### config.mk
export PLATFORM = sky130hd
export DESIGN_NAME = npcs_ctrl
export DESIGN_NICKNAME = d
export VERILOG_FILES = /design/src/sv/npcs_pkg.sv /design/src/sv/npcs_ctrl.sv
export SDC_FILE = /design/constraint.sdc
export NUM_CORES = 1
export LEC_CHECK = 0
export BUFFER_PORTS_ARGS = -buffer_cell sky130_fd_sc_hd__buf_2
export CAP_MARGIN = 5
export CORE_AREA = 2 2 39 41
export DETAILED_ROUTE_END_ITERATION = 16
export DIE_AREA = 0 0 41 43
export GPL_ROUTABILITY_DRIVEN = 0
export PLACE_DENSITY = 0.44
export SLEW_MARGIN = 5
export SYNTH_ARGS = -nofsm -noshare
export SYNTH_HDL_FRONTEND = slang
export SYNTH_SLANG_ARGS = --single-unit
### constraint.sdc
create_clock -name aclk -period 1.11 [get_ports aclk]
set_input_delay 0.1665 -clock aclk [delete_from_list [all_inputs] [get_ports aclk]]
set_output_delay 0.1665 -clock aclk [all_outputs]
set_load 0.005 [all_outputs]
### src/sv/npcs_pkg.sv
// Shared types and constants for the nearest palette color search block.
// No dependencies; imported by the controller, datapath and top level.
package npcs_pkg;

    localparam int COLOR_W         = 8;
    localparam int IN_INDEX_W      = 8;
    localparam int OUT_INDEX_W     = 8;
    localparam int DIST_W          = 18;
    localparam int SQ_W            = 2 * COLOR_W;
    localparam int S_TDATA_W       = 32;
    localparam int M_TDATA_W       = 32;
    localparam int PALETTE_ENTRIES_DEF = 256;

    localparam logic [DIST_W-1:0] NO_DISTANCE_YET = {DIST_W{1'b1}};

    typedef enum logic {
        OP_WRITE = 1'b0,
        OP_QUERY = 1'b1
    } op_t;

    typedef struct packed {
        logic wr;
        logic start;
        logic issue;
        logic publish;
    } npcs_cmd_t;

    typedef struct packed {
        logic addr_last;
        logic pipe_empty;
        logic out_free;
    } npcs_status_t;

endpackage

### src/sv/npcs_ctrl.sv
// Controller state machine for the nearest palette color search block.
// Depends on npcs_pkg; drives the datapath through npcs_cmd_t.
module npcs_ctrl
    import npcs_pkg::*;
(
    input  logic         aclk,
    input  logic         aresetn,
    input  logic         s_valid,
    input  op_t          s_op,
    output logic         s_ready,
    input  npcs_status_t status,
    output npcs_cmd_t    cmd
);

    typedef enum logic [1:0] {
        ST_IDLE,
        ST_SCAN,
        ST_WAIT
    } state_t;

    state_t state_reg, state_next;
    logic   ready_reg, ready_next;
    logic   accept;

    assign s_ready = ready_reg;
    assign accept  = s_valid && ready_reg;

    always_comb begin
        state_next  = state_reg;
        ready_next  = ready_reg;
        cmd.wr      = 1'b0;
        cmd.start   = 1'b0;
        cmd.issue   = 1'b0;
        cmd.publish = 1'b0;
        unique case (state_reg)
            ST_IDLE: begin
                cmd.wr    = accept && (s_op == OP_WRITE);
                cmd.start = accept && (s_op == OP_QUERY);
                if (cmd.start) begin
                    state_next = ST_SCAN;
                    ready_next = 1'b0;
                end
            end
            ST_SCAN: begin
                cmd.issue = 1'b1;
                if (status.addr_last) begin
                    state_next = ST_WAIT;
                end
            end
            ST_WAIT: begin
                if (status.pipe_empty && status.out_free) begin
                    cmd.publish = 1'b1;
                    state_next  = ST_IDLE;
                    ready_next  = 1'b1;
                end
            end
            default: begin
                state_next = ST_IDLE;
                ready_next = 1'b1;
            end
        endcase
    end

    always_ff @(posedge aclk) begin
        if (!aresetn) begin
            state_reg <= ST_IDLE;
            ready_reg <= 1'b1;
        end else begin
            state_reg <= state_next;
            ready_reg <= ready_next;
        end
    end

endmodule

==> results of run 1 <==
cell families (layout without fill, tap and decap cells):
| kind of cell | Yosys count | after routing |
|---|---|---|
| buffers and inverters | 3 | 20 |
| and+or+nand+nor | 10 | 10 |
| AOI/OAI and AO/OA | 4 | 4 |
| muxes | 1 | 1 |
| DFF | 3 | 3 |
what timing repair did:
action                                  4_1_cts  5_1_grt
gates resized for setup                       8        4
hold buffers                                  0        0
pin swaps                                     1        0
endpoints found under the setup margin        4        3
buffers inserted                              3        1
layout by cell type, fill, tap and decap left out:
cell | Yosys | layout
nor2b_2 | 1 | 1
nor3_2 | 0 | 1
buf_2 | 0 | 11
dfxtp_2 | 0 | 1
nand2_1 | 3 | 2
nand2_4 | 0 | 1
a22oi_2 | 1 | 1
inv_2 | 1 | 1
buf_4 | 2 | 3
nor4b_2 | 0 | 1
clkbuf_4 | 0 | 3
nor2b_4 | 1 | 1
buf_6 | 0 | 1
and3_1 | 1 | 1
nand3_1 | 1 | 1
a21oi_1 | 1 | 1
o31ai_1 | 1 | 1
clkbuf_1 | 0 | 1
nor4_4 | 0 | 1
o211ai_1 | 1 | 1
mux2i_1 | 1 | 1
dfxtp_4 | 0 | 2
routing by layer:
layer  GRT usage (%)  up-vias  share of wire [%]
met2           10.94        8                 56
li1                -      110                  -
met3           4.712        2                4.6
met1           6.090       98                 37
met5               0        -                  0
met4           10.00        0                2.0
through the flow:
step | setup WS (ns) | utilization (%) | power [mW]
after floorplan | 0.1841 | - | 0.1598
after global placement | 0.07627 | 17.81 | 0.1833
after detailed placement | 0.06987 | 17.81 | 0.1836
after CTS | -0.05617 | 23.24 | 0.3962
after global routing | -0.1051 | 25.23 | 0.4242
final | -0.06572 | 25.23 | 0.3990
area by class of cell:
class	count	area, µm²
timing repair buffer	15	88.84
multi-input combinational	15	141.4
tap	16	20.02
fill	155	1035
sequential	3	68.82
inverter	1	3.754
clock buffer	4	26.28
critical path, stage by stage, from the launching register on:
cell and delay (ns):
dfxtp_4 0.36, nor4_4 0.27, buf_2 0.15
worst min-delay path by stage:
stage / startpoint / endpoint / slack, ns / depth (start not counted)
final: aresetn / s_ready / 0.15 / 2
after global routing: aresetn / s_ready / 0.15 / 2
after CTS: aresetn / s_ready / 0.15 / 2
after detailed placement: aresetn / s_ready / 0.39 / 2
after global placement: aresetn / s_ready / 0.39 / 2
after floorplan: aresetn / s_ready / 0.26 / 1
power groups by stage:
stage | sequential, mW | clock [mW] | combinational (mW)
after detailed placement | 0.126 | 0 | 0.0571
after global placement | 0.127 | 0 | 0.0567
final | 0.125 | 0.192 | 0.0816
after floorplan | 0.122 | 0 | 0.0379
after CTS | 0.124 | 0.199 | 0.0734
after global routing | 0.126 | 0.209 | 0.0891
==> metrics.yaml, run 1 <==
status: "complete, but fails checks"
violations: "negative setup slack"
drt-total-wl_um: 543
ys_top_cells_by_count: "dfxtp_1, nand2_1, buf_4"
power_switching_uw: 104.4
p_leak_nw: 0.1517
numCtsBuffers: 3
synth_top_area_share_pct: 32.21
required_ns: 0.94
period_share_pct: 105.9
pwr-share-seq_pct: 31.4
clockPowerShare_pct: 48.2
coreArea_um2: 1384
tightestPinTransition_ns: 0.2465
intPower_uw: 294.7
pwr-share-comb_pct: 20.4
area_delta_synth_final_pct: 87.25
die_area_um2: 1763
cp_max_fo: 5
synth_edf_count: 0
ys_warn_count: 0
antenna_found_initial: 0
dp.cells: 46
fmax_mhz: 850.5
tritoncts: "yes"
start_util_pct: 13.47
synth_cells: 21
clk_pin_slew_ns: 0.04
worstReg2RegStart: "state_reg[1]"
arrival_ns: 1.01
p_sw_share_pct: 26.16
fp.dieW_um: 41
clock_skew_ns: 0.0005738
cts-root-buf: "clkbuf_4"
drive_gt1_share_pct: 76.32
drc_errors: 0
min_period_ns: 1.176
port_buffers: 11
finalNonFillerCells: 54
largest_register_ffs: 2
synth_nets: 28
antenna_cells: 0
end_kind: "output pin"
die_h_um: 43
fin_area_um2: 349.1
grt_pass1_vias: 211
reg2regPathDepth: 5
startpoint_type: "flop"
synth_cell_types: 16
fp-row-count: 14
r2r_slack_ns: 0.11
setup_viol: 2
viasPerCell: 4.037
synth_mux_area_share_pct: 5.369
ys_async_sr_fraction_pct: 0
globalRouteOverflowTotal: 0
fin_setup_tns_ns: -0.1204
io_pins: 12
synth_top_family_by_area: "simple AND/OR/NAND/NOR gates"
grt_pass1_wl_um: 807
crit_type: "flop to output pin"
antenna_left: 0
grtUsageTotal_pct: 7.823
yosysTopAreaCell: "dfxtp_1"
cts.sinks: 3
rr_endpoint: "state_reg[1]"
synth-compound-area-share_pct: 17.45
slew_headroom_pct: 83.57
synthAdderAreaFrac_pct: 0
ctsHtreeMaxLevel: 1
drt_pass1_iterations: 2
synth-simple-area-share_pct: 34.90
grt_max_degree: 8
nets: 46
rsz0062_at_grt: "true"
ir_worst_vdd_mv: 0.3337
synth.avg_cell_area_um2: 8.878
slew_violations: 0
yosysSeqAreaShare_pct: 32.21
synth_seq_cells: 3
drv_cap: 0
place_area_um2: 246.5
netlist_top_cells_area: "dfxtp_1, buf_4, nor2b_4, a22oi_2, nand2_1"
avgRoutedWirePerCell_um: 10.06
startpoint: "state_reg[1]"
holdWs_ns: 0.1531
cellPowerDensity_nw_per_um2: 1143
cp-endpoint: "cmd[3]"
synth_area_um2: 186.4
drtIter0Drc: 3
min_path_type: "input port to flop"
synth_ff_type: "dfxtp_1"
setup_ws_ns: -0.06572
final_hold_viol_count: 0
worstSkewPairLatency_ns: 0.23
vias: 218
clk_path_buf_depth: 2
synth_xor_xnor_area_share_pct: 0
dp_hpwl_um: 363.1
No activity file was read; power rests on OpenSTA's default activity.
==> run 2, diff against run 1 <==
--- a/config.mk
+++ b/config.mk
@@ -5,6 +5,7 @@
 export SDC_FILE = /design/constraint.sdc
 export NUM_CORES = 1
 export LEC_CHECK = 0
+export ABC_AREA = 1
 export BUFFER_PORTS_ARGS = -buffer_cell sky130_fd_sc_hd__buf_2
 export CAP_MARGIN = 5
 export CORE_AREA = 2 2 39 41
@@ -12,6 +13,7 @@
 export DIE_AREA = 0 0 41 43
 export GPL_ROUTABILITY_DRIVEN = 0
 export PLACE_DENSITY = 0.44
+export SKIP_LAST_GASP = 1
 export SLEW_MARGIN = 5
 export SYNTH_ARGS = -nofsm -noshare
 export SYNTH_HDL_FRONTEND = slang
==> run 2 against run 1 <==
- the run now ends clean
- sequential share of layout area is 1.2 points higher
- clock skew about the same
- final cell count grew 7.4%
- non-clock buffer count fell by 2
- register-to-register slack improved by 0.07 ns
- synthesized cell count is 24% higher
- worst setup slack improved by 0.084 ns
- synthesized area unchanged
- core utilization decreased by 2.4 points
- routed wire length fell by 20%
- critical path type unchanged
==> metrics.yaml, run 2 <==
coreArea_um2: 1384
synth_seq_cells: 3
cellPowerDensity_nw_per_um2: 1228
power_switching_uw: 101.0
yosysMostFrequentCell: "nand2_1"
cts-root-buf: "clkbuf_4"
port_buffers: 11
cts-hold-fix-buffers: 0
grtUsageTotal_pct: 7.214
start_util_pct: 13.47
final_cell_mix: "buf_2, nand2_1, inv_2, clkbuf_4"
final_common_cell: "buf_2"
antenna_left: 0
die_area_um2: 1763
clockPowerShare_pct: 48.6
slew_violations: 0
numCtsBuffers: 3
io_pins: 12
synth_cell_types: 14
tritoncts: "yes"
slew_headroom_pct: 89.94
synth_top_family_by_area: "simple AND/OR/NAND/NOR gates"
antenna_cells: 0
status: "finished, final reports clean"
ctsHtreeMaxLevel: 1
synth_xor_xnor_area_share_pct: 0
fmax_mhz: 915.6
synth-simple-area-share_pct: 47.65
startpoint_type: "flop"
synth_area_um2: 186.4
drtIter0Drc: 0
setup_viol: 0
antenna_found_initial: 0
synth_edf_count: 0
drc_errors: 0
fin_area_um2: 316.6
tightestPinTransition_ns: 0.1494
synth-compound-area-share_pct: 8.054
clk_pin_slew_ns: 0.04
pwr-share-seq_pct: 31.6
synth_top_area_share_pct: 32.21
viasPerCell: 3.621
power.total_uw: 388.8
crit_type: "flop to output pin"
place_area_um2: 254.0
grt_pass1_wl_um: 724
drv_cap: 0
period_share_pct: 98.39
largest_register_ffs: 2
min_period_ns: 1.092
fp.dieW_um: 41
fp-row-count: 14
grt_pass1_vias: 218
vias: 210
worstSkewPairLatency_ns: 0.23
synthAdderAreaFrac_pct: 0
drt_pass1_iterations: 1
globalRouteOverflowTotal: 0
ys_warn_count: 0
ys_async_sr_fraction_pct: 0
area_delta_synth_final_pct: 69.80
clk_path_buf_depth: 2
p_leak_nw: 0.1528
drive_gt1_share_pct: 69.05
ys_top_cells_by_count: "nand2_1, dfxtp_1, inv_2"
synth_ff_type: "dfxtp_1"
dp_hpwl_um: 350.9
holdPathStages: 3
end_kind: "output pin"
avgRoutedWirePerCell_um: 7.483
ir_worst_vdd_mv: 0.3544
cp_max_fo: 3
yosysTopAreaCell: "dfxtp_1"
drt-total-wl_um: 434
grt_max_degree: 5
cts.sinks: 3
synth_mux_area_share_pct: 0
synth_cells: 26
p_sw_share_pct: 25.97
rsz0062_at_grt: "true"
netlist_top_cells_area: "dfxtp_1, nand2_1, nand3_4, nor2_2, inv_2"
fin_setup_tns_ns: 0
nets: 50
yosysSeqAreaShare_pct: 32.21
final_hold_viol_count: 0
die_h_um: 43
intPower_uw: 287.8
synth_nets: 33
pwr-share-comb_pct: 19.8
synth.avg_cell_area_um2: 7.170
min_path_type: "input port to flop"
reg2regPathDepth: 6
arrival_ns: 0.93
required_ns: 0.94
clock_skew_ns: 0.0002842
==> run 2: final cells by class <==
class,instances,area (µm²)
inverter,4,15.01
multi-input combinational,18,118.9
clock buffer,4,26.28
sequential,3,66.31
fill,167,1067
tap,16,20.02
timing repair buffer,13,70.07
==> run 2: power groups by stage <==
stage / logic [mW] / clock network, mW / registers (mW)
6_report: 0.0769 / 0.189 / 0.123
5_1_grt: 0.0871 / 0.209 / 0.124
4_1_cts: 0.0739 / 0.202 / 0.123
3_5_place_dp: 0.0659 / 0 / 0.124
3_3_place_gp: 0.0660 / 0 / 0.123
2_1_floorplan: 0.0405 / 0 / 0.123
==> run 2: critical path, cell delays in order, from the launching register on <==
cell     delay [ns]
dfxtp_2        0.32
inv_2          0.09
nand2_4        0.07
nor3_2         0.09
buf_2          0.13
==> run 2: cells by family after synthesis <==
group,after synthesis
buffers and inverters,5
and+or+nand+nor,15
AOI/OAI and AO/OA,3
DFF,3
==> run 2: routing by layer <==
layer | global-route usage (%) | wire [µm] | up-vias
li1 | - | - | 114
met2 | 10.94 | 249 | 4
met1 | 4.153 | 149 | 90
met3 | 4.712 | 26 | 2
met5 | 0 | 0 | -
met4 | 10.00 | 8 | 0
==> run 2: stage by stage <==
stage / std cells / hold WS, ns / setup WS [ns] / utilization, %
2_1_floorplan: 26 / 0.3090 / 0.2885 / -
3_3_place_gp: 52 / 0.4349 / 0.2187 / 18.35
3_5_place_dp: 52 / 0.4353 / 0.1946 / 18.35
4_1_cts: 57 / 0.1915 / 0.004816 / 21.70
5_1_grt: 58 / 0.2114 / -0.02402 / 22.88
6_report: 58 / 0.1931 / 0.01782 / 22.88
==> run 2: path summary, 6_finish.rpt <==
path | start | endpoint | slack (ns)
setup / recovery | state_reg[1] | cmd[3] | 0.02
hold / removal | aresetn | state_reg[0] | 0.19
setup reg to reg | state_reg[0] | s_ready | 0.18
hold reg to reg | state_reg[1] | s_ready | 0.48
==> run 2: what timing repair did <==
action | 4_1_cts | 5_1_grt
cloned | 0 | 0
gates resized for setup | 4 | 3
endpoints found under the hold margin | 0 | 0
endpoints found under the setup margin | 3 | 3
setup buffers | 1 | 1
pin swaps | 0 | 1
